[src/rtl/wap_ram.sv]
module wap_ram #(
  parameter int WIDTH = 16,
  parameter int DEPTH = 64,
  localparam int AW = (DEPTH > 1) ? $clog2(DEPTH) : 1
) (
  input  logic             clk,
  input  logic             we,
  input  logic [AW-1:0]    waddr,
  input  logic [WIDTH-1:0] wdata,
  input  logic             re,
  input  logic [AW-1:0]    raddr,
  output logic [WIDTH-1:0] rdata
);

  logic [WIDTH-1:0] mem [DEPTH];

  always_ff @(posedge clk) begin
    if (we) begin
      mem[waddr] <= wdata;
    end
    if (re) begin
      rdata <= mem[raddr];
    end
  end

endmodule

[config.mk]
export PLATFORM = sky130hd
export DESIGN_NAME = wap_ram
export DESIGN_NICKNAME = d
export VERILOG_FILES = /design/src/rtl/wap_ram.sv
export SDC_FILE = /design/constraint.sdc
export NUM_CORES = 1
export LEC_CHECK = 0
export BUFFER_PORTS_ARGS = -buffer_cell sky130_fd_sc_hd__buf_2
export CAP_MARGIN = 20
export CELL_PAD_IN_SITES_DETAIL_PLACEMENT = 1
export CELL_PAD_IN_SITES_GLOBAL_PLACEMENT = 1
export CORE_MARGIN = 2
export CORE_UTILIZATION = 51
export DETAILED_ROUTE_END_ITERATION = 16
export GPL_TIMING_DRIVEN = 0
export PLACE_DENSITY = 0.83
export SETUP_SLACK_MARGIN = 0.4
export SLEW_MARGIN = 20
export SYNTH_ARGS = -nofsm -noshare
export SYNTH_HDL_FRONTEND = slang
export SYNTH_SLANG_ARGS = --single-unit
export TNS_END_PERCENT = 30
[constraint.sdc]
create_clock -name clk -period 3.54 [get_ports clk]
set_input_delay 0.708 -clock clk [delete_from_list [all_inputs] [get_ports clk]]
set_output_delay 0.708 -clock clk [all_outputs]
set_load 0.01 [all_outputs]
Yosys cells after proc, flatten, opt, wreduce, memory -nomap -nowiden

Memories as Yosys holds them, arrays and structs flattened. A register that Yosys moved wholly into a read port is not among the register bits.
Index checks and enable logic that the tools add are counted.

Bits in registers: 0
Latch bits: 0
RAM bits: 1024
Bits in read-only memories: 0
Bits of input ports: 31
Output and inout port bits: 16
Logic and storage cells: 3
Memories kept: 1

Memories:

| name | words | width | rd ports | clocked after Yosys merged registers in | wr ports | line | RTL |
|---|---|---|---|---|---|---|---|
| mem  | 64    | 16    | 1        | 1                                       | 1        | 15   | `logic [WIDTH-1:0] mem [DEPTH];` |

$add $sub $neg: 0
Multipliers: 0
Divide/modulo/power cells: 0
Magnitude comparators: 0
Equality and inequality tests: 0
Shift operators: 0
Mux-type cells: 2
Bitwise gates (word level): 0
Reductions and logical operators: 0

Operator list:

| kind   | number |
|---|---|
| $mux 1 | 2 |

Depth between registers and ports, before layout

Gate-level depths: netlist of run 1.

Word-level depth: 2
Depth in mapped cells: 10
Depth with buffers taken out: 5

Worst setup path after synthesis of run 1

OpenSTA, ideal clock, no wires.

Path kind: in2reg
From: input waddr[3]
To: memory mem[48][0], enable pin
Library setup time: 0.409 ns
Arrival: 2.334 ns
Path slack: 0.797 ns
Cell stages on the path: 4
Buffers on the path: 1
Path through: clkbuf_1 > nor2b_1 > nand4b_1 > nor3_1

RTL lines:

| item        | line | RTL |
|---|---|---|
| from (decl) | 8    | `input logic [AW-1:0] waddr,` |
| to (decl)   | 15   |  |

No word-level cell before the write port.

==> results.yml, run 1 <==
sta:
  rsz0062_at_grt: "yes"
  worst_slack_ps: 246
  fin_hold_ws_ps: 450
  setup_viol_count_final: 0
  clock_skew_ps: 29.3
  slew_viol_final: 0
  finalCritPeriodShare: 0.930
  relSlewSlack: 0.256
  hold_violations: 0
  min_period_ps: 3290
  fmax_mhz: 304
  worst_slew_pin_slew_ps: 1110
cells_and_area:
  final_nets: 2057
  post-route-util: 0.588
  drive_above_1_share: 0.295
  mostFrequentLayoutCells: "edfxtp_1 (1040), mux4_2 (220), clkbuf_16 (103), mux2i_1 (85), nor2_2 (60)"
  layout_commonest_cell: "edfxtp_1"
  area_growth_pct: 13.7
  design_area_um2: 45700
drt:
  drt_iter0_markers: 3030
  vias: 21000
  final_antenna_net_count: 0
  drc: 0
  wl_per_cell_um: 36.9
  first_pass_iters: 7
  drt_wl_total_um: 116000
  routed_via_density: 6.67
power_and_ir_drop:
  p_leak_nw: 14.4
  ir_worst_vdd_mv: 0.407
  power_density_nw_per_um2: 556
placed_design:
  hpwl_um: 73700
  port_buffers: 39
  dpl_cell_area_um2: 42600
  gp_congestion: 0.906
  pre_cts_ws_ps: -239
clocking:
  cts_buffers: 101
  cts.sinks: 1040
  htreeDepth: 3
  cts-root-buf: "clkbuf_16"
  insertion_delay_ps: 670
  cts_tree: "yes"
  cts_max_path_buffers: 3
  path_clk_slew_ps: 60
die:
  die_x_um: 285
  die_h_um: 285
  initial_core_util: 0.517
  num_io_pins: 47
  row_count: 102
  dieArea_um2: 81100
  coreArea_um2: 77700
logic_synthesis:
  async_reset_ff_frac: 0
  synth_cells: 1829
  synth_edf_count: 1040
  syn_avg_cell_area_um2: 22.0
  ys.flop_type: "edfxtp_1"
  synth_nets: 1860
  synth-seq-cells: 1040
  syn_area_um2: 40200
  yosysSeqAreaShare: 0.777
  ys_types: 42
  ys_warn_count: 0
grt:
  grt_pass1_wl_um: 165000
  grt_pass1_vias: 21900
  grt_overflow: 0
  grt_max_degree: 65
  grt_antenna_before_repair: 8
  track_usage: 0.290
worst_setup_path:
  critPathLaunchType: "primary input"
  max_stage_delay_ps: 580
  regToRegSetupSlack_ps: 870
  worstPathMaxFanout: 10
  crit_chain: "buf_2 > buf_2 > buf_2 > buf_2 > mux2i_1 > nand3_1 > a31oi_1 > a311oi_1"
  crit_required_ps: 3900
  crit_type: "in -> reg"
  crit_path_end_kind: "flip-flop"
  path_common_cell: "buf_2"
  critPathSlowestCell: "a31oi_1"
  cp.arrival_ps: 3660
status:
  status: "completed"
run:
  maxCapViolCount: 0
worst_hold_path:
  hold_path_class: "in -> reg"
## path summary, 6_finish.rpt
path,cells after the start,startpoint,end
worst max-delay path,8,raddr[2],rdata[1]$_DFFE_PP_
worst min register to register,4,mem[32][10]$_DFFE_PP_,rdata[10]$_DFFE_PP_
worst min-delay path,1,re,rdata[8]$_DFFE_PP_
worst max register to register,5,mem[22][1]$_DFFE_PP_,rdata[1]$_DFFE_PP_
## metal layers
metal  part of all wire  global-route usage
met1               0.35               0.370
met3               0.10              0.0723
met4              0.051               0.122
met2               0.49               0.477
met5            0.00051                   0
## cells in the mapped netlist, types with 6 or more instances
cell,n,share of area
a22o_1,6,0.0013
buf_4,13,0.0024
buf_2,36,0.0045
mux4_2,220,0.12
a221o_1,6,0.0015
nor2_1,72,0.0067
nand3_1,24,0.0030
a21oi_1,17,0.0021
nor2b_1,30,0.0047
edfxtp_1,1040,0.78
nand4_1,12,0.0019
a211oi_1,8,0.0015
a22oi_1,39,0.0073
a211o_1,8,0.0017
a221oi_1,16,0.0035
mux2_2,27,0.0076
buf_6,17,0.0048
a311oi_1,8,0.0017
mux2i_1,85,0.021
nand2_1,59,0.0055
clkbuf_1,24,0.0022
a31oi_1,8,0.0012
## power by group
group,leakage (nW),internal [mW],switching (mW)
logic,3.53,0.473,0.976
registers,9.37,13.7,0.0286
clock network,1.50,5.72,4.58
## final cells by class
cell class / count / area, um2
well taps: 1040 / 1300
flip-flops and latches: 1040 / 31200
multi-input cells: 685 / 8430
fillers: 6421 / 32000
diodes: 3 / 7.51
plain buffers: 104 / 733
clock inverters: 59 / 440
repair buffers: 94 / 930
clock buffers: 116 / 2630
## registers in the layout, indices dropped and copies added (netlist names)
signal and count:
mem 1024, rdata 16
## metrics by stage
step,instances,power [mW],setup TNS (ps)
finish,3141,25.4,0
global route,3138,25.9,0
CTS,3138,25.5,0
detailed placement,2963,15.4,-1540
global placement,2908,15.2,-48410
floorplan,1829,14.7,0
## repair_timing
item                       in CTS  in global routing
hold buffers                    0                  0
resized for setup               0                  1
buffers inserted                0                  0
setup endpoints to repair       0                  3
## critical path, delay by kind of cell
family,cells,cell delay [ps]
buffers and inverters,4,1600
AO/OA/AOI/OAI,2,750
multiplexers,1,390
AND/OR/NAND/NOR,1,180
## kinds of logic after synthesis
kind of cell	synth area share
compound gates	0.0240
buf+inv	0.0182
flops	0.777
mux	0.155
simple gates	0.0264
(Power assumes the default switching activity.)
==> inputs of run 2 (changes only) <==
- PLACE_DENSITY: 0.83 -> unset
- PLACE_DENSITY_LB_ADDON: unset -> 0.1
==> results.yml, run 2 (synthesized netlist as in run 1, its figures left out) <==
placed_design:
  gp_congestion: 0.860
  pre_cts_ws_ps: -198
  hpwl_um: 70700
  port_buffers: 39
sta:
  worst_slack_ps: 397
  setup_viol_count_final: 0
  fin_hold_ws_ps: 476
  min_period_ps: 3140
  clock_skew_ps: 30.4
  worst_slew_pin_slew_ps: 1030
  fmax_mhz: 318
  slew_viol_final: 0
  finalCritPeriodShare: 0.888
  hold_violations: 0
  relSlewSlack: 0.309
  setup_tns_ps: 0
  rsz0062_at_grt: "yes"
worst_setup_path:
  crit_type: "in -> reg"
  r2r-start: "mem[23][11]$_DFFE_PP_"
  worstSetupStartpoint: "raddr[2]"
  r2r_cells: 5
  timing.rr.end: "rdata[11]$_DFFE_PP_"
  cp-endpoint: "rdata[11]$_DFFE_PP_"
  regToRegSetupSlack_ps: 980
  crit_path_end_kind: "flip-flop"
  critPathLaunchType: "primary input"
  worstPathMaxFanout: 10
  crit_required_ps: 3860
  cp.arrival_ps: 3470
clocking:
  cts.sinks: 1040
  post-cts-setup-buffer-count: 0
  cts-root-buf: "clkbuf_16"
  cts_buffers: 103
  path_clk_slew_ps: 60
  cts_tree: "yes"
  insertion_delay_ps: 680
  htreeDepth: 3
  cts_max_path_buffers: 3
power_and_ir_drop:
  power_density_nw_per_um2: 573
  p_leak_nw: 14.7
  ir_worst_vdd_mv: 0.433
drt:
  routed_via_density: 6.28
  drt_wl_total_um: 108000
  final_antenna_net_count: 0
  first_pass_iters: 5
  drc: 0
  vias: 19800
  wl_per_cell_um: 34.2
  drt_iter0_markers: 2078
cells_and_area:
  mostFrequentLayoutCells: "edfxtp_1 (1040), mux4_2 (220), clkbuf_16 (104), mux2i_1 (85)"
  post-route-util: 0.595
  final_nets: 2063
  largest_register_ffs: 1024
  drive_above_1_share: 0.307
  top_register: "mem"
  area_growth_pct: 15.0
  layout_commonest_cell: "edfxtp_1"
  reg.largest.list: "mem: 1024 flops, rdata: 16 flops"
die:
  dieArea_um2: 81100
  row_count: 102
  initial_core_util: 0.517
  die_x_um: 285
  die_h_um: 285
  coreArea_um2: 77700
  num_io_pins: 47
grt:
  grt_pass1_vias: 20600
  grt_pass1_wl_um: 154000
  track_usage: 0.272
  grt_max_degree: 65
  grt_overflow: 0
  grt_antenna_before_repair: 6
worst_hold_path:
  hold_path_class: "in -> reg"
run:
  maxCapViolCount: 0
status:
  status: "completed"
==> run 2: cell count changes in the layout (fill, tap and decap cells not counted), moves of 5 or more <==
cell / delta
bufinv_16: +14
buf_6: +5
nor2_2: -6
nor2_4: +6
clkinv_2: +10
clkinv_1: -13
==> run 2: timing repair <==
item / CTS / global route
setup endpoints to repair: 0 / 3
endpoints found under the hold margin: 0 / 0
resized for setup: 0 / 1
hold buffers: 0 / 0
==> run 2: worst max-delay path, cell delays in order <==
cell and delay [ps]:
buf_2 300, buf_4 260, buf_2 440, mux4_2 370, mux2i_1 420, a22oi_1 170, a31oi_1 530, a311oi_1 240
==> run 2: power breakdown <==
part	internal, mW	switching [mW]	total (mW)
Sequential	13.7	0.0235	13.7
Clock	6.83	4.59	11.4
Combinational	0.474	0.937	1.41
==> run 2: final cells by class <==
cell class | count | area, um2
clock buffer | 119 | 2660
multi-input combinational | 685 | 8460
fill | 6395 | 31500
timing repair buffer | 98 | 988
buffer | 104 | 733
sequential | 1040 | 31200
clock inverter | 72 | 871
tap | 1040 | 1300
antenna | 1 | 2.50
==> run 2: how the worst min path moves through the flow <==
stage                         startpoint                  end  slack [ps]  depth (start not counted)
floorplan                       wdata[0]  mem[0][0]$_DFFE_PP_         810                          0
global placement    mem[36][2]$_DFFE_PP_   rdata[2]$_DFFE_PP_        1000                          4
detailed placement  mem[53][5]$_DFFE_PP_   rdata[5]$_DFFE_PP_        1010                          4
CTS                                   re   rdata[9]$_DFFE_PP_         460                          1
global route                          re   rdata[7]$_DFFE_PP_         490                          1
finish                                re   rdata[8]$_DFFE_PP_         480                          1
==> run 2: through the flow <==
stage	instance area, um2	power (mW)	cells
final	46200	26.5	3159
after global routing	46200	27.2	3158
after CTS	46200	26.7	3158
after global placement	41700	15.3	2908
after floorplan	40200	14.7	1829
after detailed placement	42700	15.4	2967
==> run 2: layer usage <==
| layer | wire length (um) | part of all wire | track usage |
|---|---|---|---|
| met4 | 3420 | 0.032 | 0.0883 |
| met5 | 27 | 0.00025 | 0.00174 |
| met1 | 43200 | 0.40 | 0.377 |
| met2 | 53600 | 0.50 | 0.446 |
| met3 | 7960 | 0.074 | 0.0454 |
